==> config.mk <==
export PLATFORM = sky130hd
export DESIGN_NAME = abf_ram
export DESIGN_NICKNAME = d
export VERILOG_FILES = /design/src/rtl/abf_ram.sv
export SDC_FILE = /design/constraint.sdc
export NUM_CORES = 1
export LEC_CHECK = 0
export ABC_AREA = 0
export BUFFER_PORTS_ARGS = -buffer_cell sky130_fd_sc_hd__buf_4
export CAP_MARGIN = 20
export CORE_MARGIN = 4
export CORE_UTILIZATION = 40
export DETAILED_ROUTE_END_ITERATION = 8
export PLACE_DENSITY = 0.53
export SYNTH_ARGS = -nofsm -noshare
export SYNTH_HDL_FRONTEND = slang
export SYNTH_SLANG_ARGS = --single-unit
==> constraint.sdc <==
create_clock -name clk -period 2.07 [get_ports clk]
set_input_delay 0.3105 -clock clk [delete_from_list [all_inputs] [get_ports clk]]
set_output_delay 0.3105 -clock clk [all_outputs]
set_load 0.02 [all_outputs]
==> src/rtl/abf_ram.sv <==
// Generic single-port-write, single-read RAM with registered read data.
// No dependencies.
module abf_ram #(
  parameter int WIDTH = 8,
  parameter int DEPTH = 8
) (
  input  logic                     clk,
  input  logic                     we,
  input  logic [$clog2(DEPTH)-1:0] waddr,
  input  logic [WIDTH-1:0]         wdata,
  input  logic [$clog2(DEPTH)-1:0] raddr,
  output logic [WIDTH-1:0]         rdata
);

  logic [WIDTH-1:0] mem [DEPTH];

  always_ff @(posedge clk) begin
    if (we) begin
      mem[waddr] <= wdata;
    end
    rdata <= mem[raddr];
  end

endmodule

# Word-level counts from Yosys, hierarchy flattened
# Memories as Yosys holds them, arrays and structs flattened. A register that Yosys moved wholly into a read port is not among the register bits.
# Index checks and enable logic that the tools add are counted.
# Widths: inputs -> output; s select.
dict set report op_classes {
  n_mux 2
}
# op count
set ops {}
lappend ops {{$mux 1} 2}
dict set report word_totals {
  out_inout_bits 8
  mem_bits_rw 64
  word_cells 3
  memories 1
  reg_bits 0
}
# name depth width rd rd_ports_with_merged_regs write_ports line
set mem_list {}
lappend mem_list {mem 8 8 1 1 1 15} ;# logic [WIDTH-1:0] mem [DEPTH];

# Logic depth before layout (Yosys ltp)
# Gate-level depths: netlist (run 1).
dict set report logic_depth {
  word_depth 2
  mapped_depth 4
}

# Worst setup path after synthesis (run 1)
# OpenSTA, ideal clock, no wires.
dict set report synth_timing {
  kind {input -> register}
  from {in waddr[2]}
  to {mem mem[0][0] (enable)}
  required_time_ns 1.687
  n_path_buf 0
  path_slack_ns 0.599
  cell_stages 2
  t_arrival_ns 1.088
  path_cell_list {nand2b_1 > nor3_1}
}
# item line
set synth_rtl {}
lappend synth_rtl {{from (decl)} 9} ;# input logic [$clog2(DEPTH)-1:0] waddr,
lappend synth_rtl {{to (decl)} 15}
# No word-level cell before the write port.

==> results of run 1 <==
[metal layers]
layer | vias up | routed length, microns
li1 | 557 | -
met1 | 634 | 1940
met2 | 26 | 2340
met3 | 8 | 146
met4 | 0 | 86
met5 | - | 0
[per-stage QoR]
step / total power [mW] / instances / cell area (sq um) / utilization / hold WS [ns]
after global placement: 1.87 / 217 / 2980 / 0.461 / 0.538
after detailed placement: 1.88 / 217 / 2980 / 0.461 / 0.545
after CTS: 3.12 / 233 / 3200 / 0.496 / 0.169
final: 3.09 / 233 / 3200 / 0.496 / 0.193
after global routing: 3.20 / 233 / 3200 / 0.496 / 0.172
after floorplan: 1.79 / 114 / 2690 / - / 0.409
[cells by family (layout without fill, tap and decap cells)]
kind of cell / count (synthesis) / count (layout)
buf+inv: 5 / 47
flops: 72 / 72
mux: 24 / 24
simple gates: 13 / 13
[registers in the layout (all words and copies together), names as in the netlist]
name / flops
mem: 64
rdata: 8
[report_power, final]
part	switching, mW	internal (mW)	total [mW]
clock network	0.552	0.693	1.24
registers	0.0120	1.64	1.65
logic	0.0944	0.0961	0.190
[cell type report]
cell class / count / share of cell area
clock buffer: 9 / 0.0387
multi-input combinational: 37 / 0.177
tap: 77 / 0.0301
clock inverter: 7 / 0.0313
sequential: 72 / 0.651
timing repair buffer: 31 / 0.0727
[layout by cell type, fill, tap and decap left out]
| master | n |
|---|---|
| buf_4 | 31 |
| bufinv_16 | 2 |
| clkbuf_8 | 9 |
| clkinv_2 | 1 |
| dfxtp_1 | 8 |
| edfxtp_1 | 64 |
| inv_6 | 4 |
| mux2_2 | 8 |
| mux4_1 | 15 |
| mux4_2 | 1 |
| nand2_1 | 2 |
| nand2b_1 | 3 |
| nor2_1 | 6 |
| nor3_1 | 2 |
[synth_stat cells]
| cell type | count | share of area |
|---|---|---|
| buf_12 | 1 | 0.0074 |
| buf_2 | 1 | 0.0019 |
| buf_1 | 1 | 0.0014 |
| edfxtp_1 | 64 | 0.71 |
| dfxtp_1 | 8 | 0.060 |
| clkbuf_1 | 1 | 0.0014 |
| nand2_1 | 2 | 0.0028 |
| mux4_2 | 1 | 0.0084 |
| buf_6 | 1 | 0.0042 |
| mux2_2 | 8 | 0.033 |
| nor2_1 | 6 | 0.0084 |
| mux4_1 | 15 | 0.15 |
| nor3_1 | 2 | 0.0037 |
| nand2b_1 | 3 | 0.0070 |
[worst register-to-register path: cells and delay by family (launching register included)]
family  cells  cell delay [ns]
flops       1             0.38
mux         2             0.78
[path summary, 6_finish.rpt]
path	from	to	slack (ns)
min	wdata[4]	mem[2][4]$_DFFE_PP_	0.19
max reg2reg	mem[6][1]$_DFFE_PP_	rdata[1]$_DFF_P_	0.81
min reg2reg	mem[0][7]$_DFFE_PP_	rdata[7]$_DFF_P_	0.68
max	mem[6][1]$_DFFE_PP_	rdata[1]$_DFF_P_	0.81
==> out/metrics.csv, run 1 <==
metric,value,unit
Worst Path Required,2.30,ns
Synth Area in Adders,0,
core footprint,0.00646,sq mm
clk sink count,72,
gr usage total,0.122,
syn avg cell area,23.6,sq um
DIE AREA,0.00810,sq mm
Post-Route WL,4520,microns
Slew @ Worst Pin,0.272,ns
"Cell Area, Synth",0.00269,sq mm
first drt pass iteration count,4,
Post-Synth Simple-Gate Area,0.0219,
Hold Crit Class,input port to register,
status,"complete, no violations",
worst path cell trace,mux4_1 > mux2_2,
cells on worst reg2reg path,2,
register area,0.00208,sq mm
fin. max-slew vios,0,
unrepaired setup endpoints after global routing,false,
Worst path slowest cell,mux4_1,
post_cts resized,0,
post-synthesis mux area share,0.188,
number of hold buffers added after cts,0,
met1 GRT Util,0.140,
Setup CP Type,register to register,
maximum clock rate,0.793,GHz
later-pin clock latency in the skew report,0.34,ns
initial antenna violation count,0,
nets,167,
critical path launch point type,register,
worst slack at placement,0.487,ns
Routed Antenna Nets,0,
first-pass GRT wire length,7070,microns
Final WS setup,0.809,ns
max cap viols,0,
crit path time final,1.26,ns
Buffers & Inverters on Critical Path,0,
crit share post-route,0.609,
Sum Neg Setup Slack,0,ns
share of cells above drive strength 1,0.359,
H-tree depth,3,
Final Hold Fails,0,
Die H,90.0,microns
Critical Path Stages,2,
hold depth,1,
FILL cells,549,
"CTS clk-pin slew, worst paths",0.08,ns
port buffer count,23,
global route overflow,0,
Yosys cell types,14,
worst vdd ir,0.423,mV
Setup crit end kind,register,
Yosys warning count,0,
"Seq/Total Area, Yosys",0.774,
"Setup Fix Bufs, Post-CTS",0,
crit-path max cell delay,0.51,ns
Clock Path Buffers,2,
detailed-route DRC error count,0,
Area Growth Syn to Fin,18.9,%
largest family of logic cells by synthesized area,multiplexers,
vias in the first global route,1309,
complex-gate fraction of the synthesized area,0,
slew margin rel.,0.819,
"Arr. time, crit path",1.50,ns
Detailed Place HPWL,2700,microns
Top Ports,24,
WL/cell,19.4,microns
xor and xnor area share after synthesis,0,
initial DRC count,35,
CTS buffer count,9,
ant diodes,0,
Pwr Density,964,mW/mm^2
root buf cell,clkbuf_8,
multi-input combinational cell area,566,sq um
critical path's top delay family,multiplexers,
global placer's final weighted congestion,0.640,
GR Util met2,0.204,
Die W,90.0,microns
Starting Density,0.417,
TritonCTS clock tree,built,
Synthesized Nets,130,
largest net degree at the start of global routing,17,
Cells after Synth,114,
row count,29,
static leakage,1.13,nW
met3 GRT Util,0.0292,
Yosys reg bits,72,
Worst Path Max Fanout,1,
Max Clock Skew,0.00487,ns
routed vias,1225,
"Most Used Layer, Global Route",met2,
number of vias per cell,5.26,
setup violators final,0,
No activity file was read; power rests on OpenSTA's default activity.
==> inputs of run 2 (changes only) <==
==> constraint.sdc (replaced) <==
create_clock -name clk -period 1.3 [get_ports clk]
set_input_delay 0.195 -clock clk [delete_from_list [all_inputs] [get_ports clk]]
set_output_delay 0.195 -clock clk [all_outputs]
set_load 0.02 [all_outputs]
==> out/metrics.csv, run 2 (synthesis results as in run 1) <==
metric,value,unit,change
Starting Density,0.417,,unchanged
hold depth,1,,unchanged
Pwr Density,1450,mW/mm^2,+51%
detailed-route DRC error count,0,,unchanged
Post-Route WL,4590,microns,+1.7%
Die H,90.0,microns,unchanged
Max Clock Skew,0.00451,ns,-0.000360 ns
number of vias per cell,5.12,,-2.5%
WL/cell,19.7,microns,+1.7%
share of total power in combinational logic,0.066,,+0.004
max cap viols,0,,unchanged
Worst Path Max Fanout,1,,unchanged
H-tree depth,3,,unchanged
"CTS clk-pin slew, worst paths",0.08,ns,about the same
Placed Cells,217,,unchanged
slew margin rel.,0.804,,-0.0148
most frequent cells in the layout,"64 x edfxtp_1, 31 x buf_4, 14 x mux4_1, 9 x clkbuf_8",,
worst r2r dst,rdata[3]$_DFF_P_,,
crit path time final,1.26,ns,+0.000519 ns
Setup crit end kind,register,,
initial DRC count,52,,+49%
top flop regs,"mem: 64 flops, rdata: 8 flops",,
Sw Share,0.210,,-0.00322
Slew @ Worst Pin,0.294,ns,+0.0221 ns
Worst Path Required,1.53,ns,-0.77 ns
port buffer count,23,,unchanged
"Most flops, register",mem,,
status,"complete, no violations",,
ant diodes,0,,unchanged
root buf cell,clkbuf_8,,
worst vdd ir,0.794,mV,+88%
Clock Path Buffers,2,,unchanged
Setup CP Type,register to register,,
Detailed Place HPWL,2810,microns,+4.1%
critical path launch point type,register,,
nets,167,,unchanged
internal power,3.63,mW,+49%
crit share post-route,0.971,,+0.361
CP Launch Point,mem[3][3]$_DFFE_PP_,,
DIE AREA,0.00810,sq mm,unchanged
core footprint,0.00646,sq mm,unchanged
final instance area,0.00316,sq mm,-1.1%
TritonCTS clock tree,built,,
global route overflow,0,,unchanged
gr usage total,0.126,,+0.00397
hold path endpoint,mem[7][6]$_DFFE_PP_,,
r2r startpoint,mem[3][3]$_DFFE_PP_,,
"Arr. time, crit path",1.49,ns,about the same
largest net degree at the start of global routing,17,,unchanged
cells on worst reg2reg path,2,,unchanged
Clock Power Share,0.361,,-0.042
placed cell areas,0.00298,sq mm,+0.17%
maximum clock rate,0.792,GHz,about the same
Reg power frac,0.573,,+0.038
first-pass GRT wire length,7270,microns,+2.7%
routed vias,1194,,-2.5%
Top Ports,24,,unchanged
first drt pass iteration count,4,,unchanged
"Setup Fix Bufs, Post-CTS",0,,unchanged
Area Growth Syn to Fin,17.6,%,
row count,29,,unchanged
initial antenna violation count,0,,unchanged
Hold Path Origin,wdata[6],,
Post-Layout Cell Count,233,,unchanged
setup violators final,0,,unchanged
global placer's final weighted congestion,0.636,,-0.72%
Final Hold Fails,0,,unchanged
reg2reg setup slack,0.04,ns,-0.77 ns
max FFs per register,64,,unchanged
Hold Crit Class,input port to register,,
static leakage,1.11,nW,-2.5%
clk sink count,72,,unchanged
share of cells above drive strength 1,0.359,,unchanged
NetSw,0.965,mW,+47%
unrepaired setup endpoints after global routing,false,,
Routed Antenna Nets,0,,unchanged
fin. max-slew vios,0,,unchanged
Die W,90.0,microns,unchanged
"commonest non-fill, non-tap cell in the layout",edfxtp_1,,
number of hold buffers added after cts,0,,unchanged
vias in the first global route,1340,,+2.4%
CTS buffer count,9,,unchanged
later-pin clock latency in the skew report,0.33,ns,about the same
==> run 2: cell types whose count changed in the layout (fill, tap and decap cells not counted), sizes merged <==
cell	delta
clkinv	+3
inv	-4
bufinv	-1
clkinvlp	+2
==> run 2: layout make-up <==
cell class	count	area, sq um
fill	544	3290
clock buffer	9	124
sequential	72	2080
clock inverter	7	62.6
timing repair buffer	31	233
multi-input combinational	37	567
tap	77	96.3
==> run 2: power groups by stage <==
stage	clock network, mW	registers (mW)	logic [mW]
global route	1.81	2.64	0.328
CTS	1.71	2.63	0.311
finish	1.66	2.63	0.305
global placement	0	2.68	0.302
floorplan	0	2.71	0.142
detailed placement	0	2.68	0.311
==> run 2: how the worst max path moves through the flow <==
| stage | to | slack [ns] |
|---|---|---|
| CTS | rdata[3]$_DFF_P_ | 0.02 |
| detailed placement | rdata[3]$_DFF_P_ | -0.19 |
| floorplan | rdata[1]$_DFF_P_ | -0.03 |
| global route | rdata[7]$_DFF_P_ | 0.009 |
| global placement | rdata[2]$_DFF_P_ | -0.16 |
| finish | rdata[3]$_DFF_P_ | 0.04 |
==> run 2: critical path, cell delays in order (launching register included) <==
cell      delay [ns]
edfxtp_1        0.37
mux4_1          0.52
mux2_2          0.27
==> run 2: what timing repair did <==
item                                    in CTS  in global routing
gates resized for setup                      0                  1
hold endpoints to repair                     0                  0
endpoints found under the setup margin       0                  1
==> run 2: through the flow <==
step	power (mW)	utilization	setup TNS [ns]	hold WS [ns]	setup WS, ns
floorplan	2.85	-	-0.178	0.294	-0.0254
global placement	2.98	0.462	-1.20	0.424	-0.158
detailed placement	3.00	0.462	-1.34	0.431	-0.193
CTS	4.65	0.491	0	0.0647	0.0192
global route	4.78	0.490	0	0.0661	0.00921
finish	4.59	0.490	0	0.0871	0.0381
==> run 2: metal layers <==
layer	wire (microns)	GRT usage	vias up
met3	173	0.0342	5
met4	75	0.0804	0
met5	0	0	-
met2	2210	0.190	24
li1	-	-	554
met1	2140	0.159	611
==> inputs of run 3 (changes only) <==
--- a/config.mk
+++ b/config.mk
@@ -8,6 +8,7 @@
 export ABC_AREA = 0
 export BUFFER_PORTS_ARGS = -buffer_cell sky130_fd_sc_hd__buf_4
 export CAP_MARGIN = 20
+export CORE_ASPECT_RATIO = 1.75
 export CORE_MARGIN = 4
 export CORE_UTILIZATION = 40
 export DETAILED_ROUTE_END_ITERATION = 8
==> out/metrics.csv, run 3 (synthesis results as in run 1) <==
metric,value,unit,change
final core occ,0.494,,+0.00433
crit path time final,1.25,ns,-0.00988 ns
global placer's final weighted congestion,0.686,,+7.9%
worst path cell trace,mux4_1 > mux2_2,,
most frequent cells in the layout,"64 x edfxtp_1, 31 x buf_4, 12 x mux4_1, 9 x clkbuf_16",,
Die W,70.0,microns,-22%
later-pin clock latency in the skew report,0.32,ns,about the same
FILL cells,571,,+5.0%
Reg power frac,0.524,,-0.049
WL/cell,19.6,microns,-0.48%
Setup crit end kind,register,,
final instance area,0.00323,sq mm,+2.1%
max cap viols,0,,unchanged
Routed Antenna Nets,0,,unchanged
max FFs per register,64,,unchanged
largest net degree at the start of global routing,17,,unchanged
Post-Route WL,4670,microns,+1.7%
first drt pass iteration count,4,,unchanged
CTS buffer count,9,,unchanged
NetSw,1.00,mW,+3.8%
worst vdd ir,0.855,mV,+7.6%
Die H,117,microns,+29%
number of vias per cell,5.02,,-2.1%
Post-Layout Cell Count,238,,+2.1%
Area Growth Syn to Fin,20.1,%,
Max Clock Skew,0.00229,ns,-0.00223 ns
first-pass GRT wire length,7270,microns,unchanged
Worst Path Max Fanout,1,,unchanged
Clock Path Buffers,2,,unchanged
static leakage,1.14,nW,+2.7%
"Setup Fix Bufs, Post-CTS",0,,unchanged
core footprint,0.00654,sq mm,+1.2%
setup violators final,0,,unchanged
Top Ports,24,,unchanged
Hold Crit Class,input port to register,,
DIE AREA,0.00816,sq mm,+0.64%
routed vias,1194,,unchanged
vias in the first global route,1349,,+0.67%
crit share post-route,0.963,,-0.00760
share of cells above drive strength 1,0.359,,unchanged
"Arr. time, crit path",1.47,ns,-0.02 ns
Pwr Density,1560,mW/mm^2,+7.2%
Total Power,5.03,mW,+9.5%
post_cts resized,0,,unchanged
initial antenna violation count,0,,unchanged
slew margin rel.,0.807,,+0.00283
H-tree depth,3,,unchanged
number of hold buffers added after cts,0,,unchanged
Worst path slowest cell,mux4_1,,
nets,167,,unchanged
maximum clock rate,0.799,GHz,+0.79%
initial DRC count,42,,-19%
clk sink count,72,,unchanged
port buffer count,23,,unchanged
reg2reg setup slack,0.05,ns,about the same
Placed Cells,222,,+2.3%
status,"complete, no violations",,
Final WS setup,0.0480,ns,+0.00988 ns
Clock Power Share,0.415,,+0.054
ant diodes,0,,unchanged
Setup CP Type,register to register,,
crit-path max cell delay,0.52,ns,about the same
detailed-route DRC error count,0,,unchanged
Slew @ Worst Pin,0.290,ns,-0.00424 ns
worst slack at placement,-0.193,ns,-0.000454 ns
unrepaired setup endpoints after global routing,false,,
Starting Density,0.412,,-0.00510
"CTS clk-pin slew, worst paths",0.05,ns,-0.03 ns
root buf cell,clkbuf_16,,
"Most flops, register",mem,,
share of total power in combinational logic,0.061,,-0.005
top flop regs,"mem: 64 flops, rdata: 8 flops",,
TritonCTS clock tree,built,,
global route overflow,0,,unchanged
Worst Path Required,1.51,ns,-0.02 ns
Final Hold Fails,0,,unchanged
fin. max-slew vios,0,,unchanged
Sw Share,0.199,,-0.0109
"commonest non-fill, non-tap cell in the layout",edfxtp_1,,
gr usage total,0.130,,+0.00402
internal power,4.03,mW,+11%
placed cell areas,0.00299,sq mm,+0.21%
row count,39,,+34%
critical path launch point type,register,,
run 3: cell types whose count changed in the layout (fill, tap and decap cells not counted):
cell,before,now
clkinv_2,2,3
clkinvlp_4,2,0
mux4_1,14,12
clkbuf_16,0,9
mux4_2,2,4
clkbuf_8,9,0
clkinv_1,2,3
clkbuf_1,0,1
bufinv_16,1,0
run 3: worst max-delay path: cells and delay by family, from the launching register on:
kind   cells  cell delay [ns]
muxes      2             0.79
DFF        1             0.35
run 3: worst paths after layout:
path / startpoint / to / cells past startpoint
max: mem[1][3]$_DFFE_PP_ / rdata[3]$_DFF_P_ / 2
min: wdata[7] / mem[7][7]$_DFFE_PP_ / 1
max reg2reg: mem[1][3]$_DFFE_PP_ / rdata[3]$_DFF_P_ / 2
min reg2reg: mem[2][7]$_DFFE_PP_ / rdata[7]$_DFF_P_ / 2
run 3: power groups by stage:
stage,registers [mW],clock network (mW),logic (mW)
2_1_floorplan,2.71,0,0.142
3_3_place_gp,2.68,0,0.304
3_5_place_dp,2.68,0,0.314
4_1_cts,2.64,2.15,0.315
5_1_grt,2.64,2.23,0.334
6_report,2.64,2.09,0.307
run 3: metrics by stage:
step	TNS, ns	hold slack [ns]
6_report	0	0.101
3_5_place_dp	-1.36	0.436
2_1_floorplan	-0.178	0.294
3_3_place_gp	-1.29	0.420
5_1_grt	0	0.0922
4_1_cts	0	0.0890
run 3: area by class of cell:
type,count,area [sq um],share of cell area
timing repair buffer,31,233,0.0720
multi-input combinational,37,559,0.173
sequential,72,2080,0.644
clock buffer,10,229,0.0708
tap,82,103,0.0317
clock inverter,6,26.3,0.00813
run 3: metal layers:
metal	vias up	track usage	part of all wire
li1	557	-	-
met2	27	0.213	0.52
met1	596	0.137	0.39
met5	-	0	0
met3	14	0.0508	0.046
met4	0	0.0870	0.044
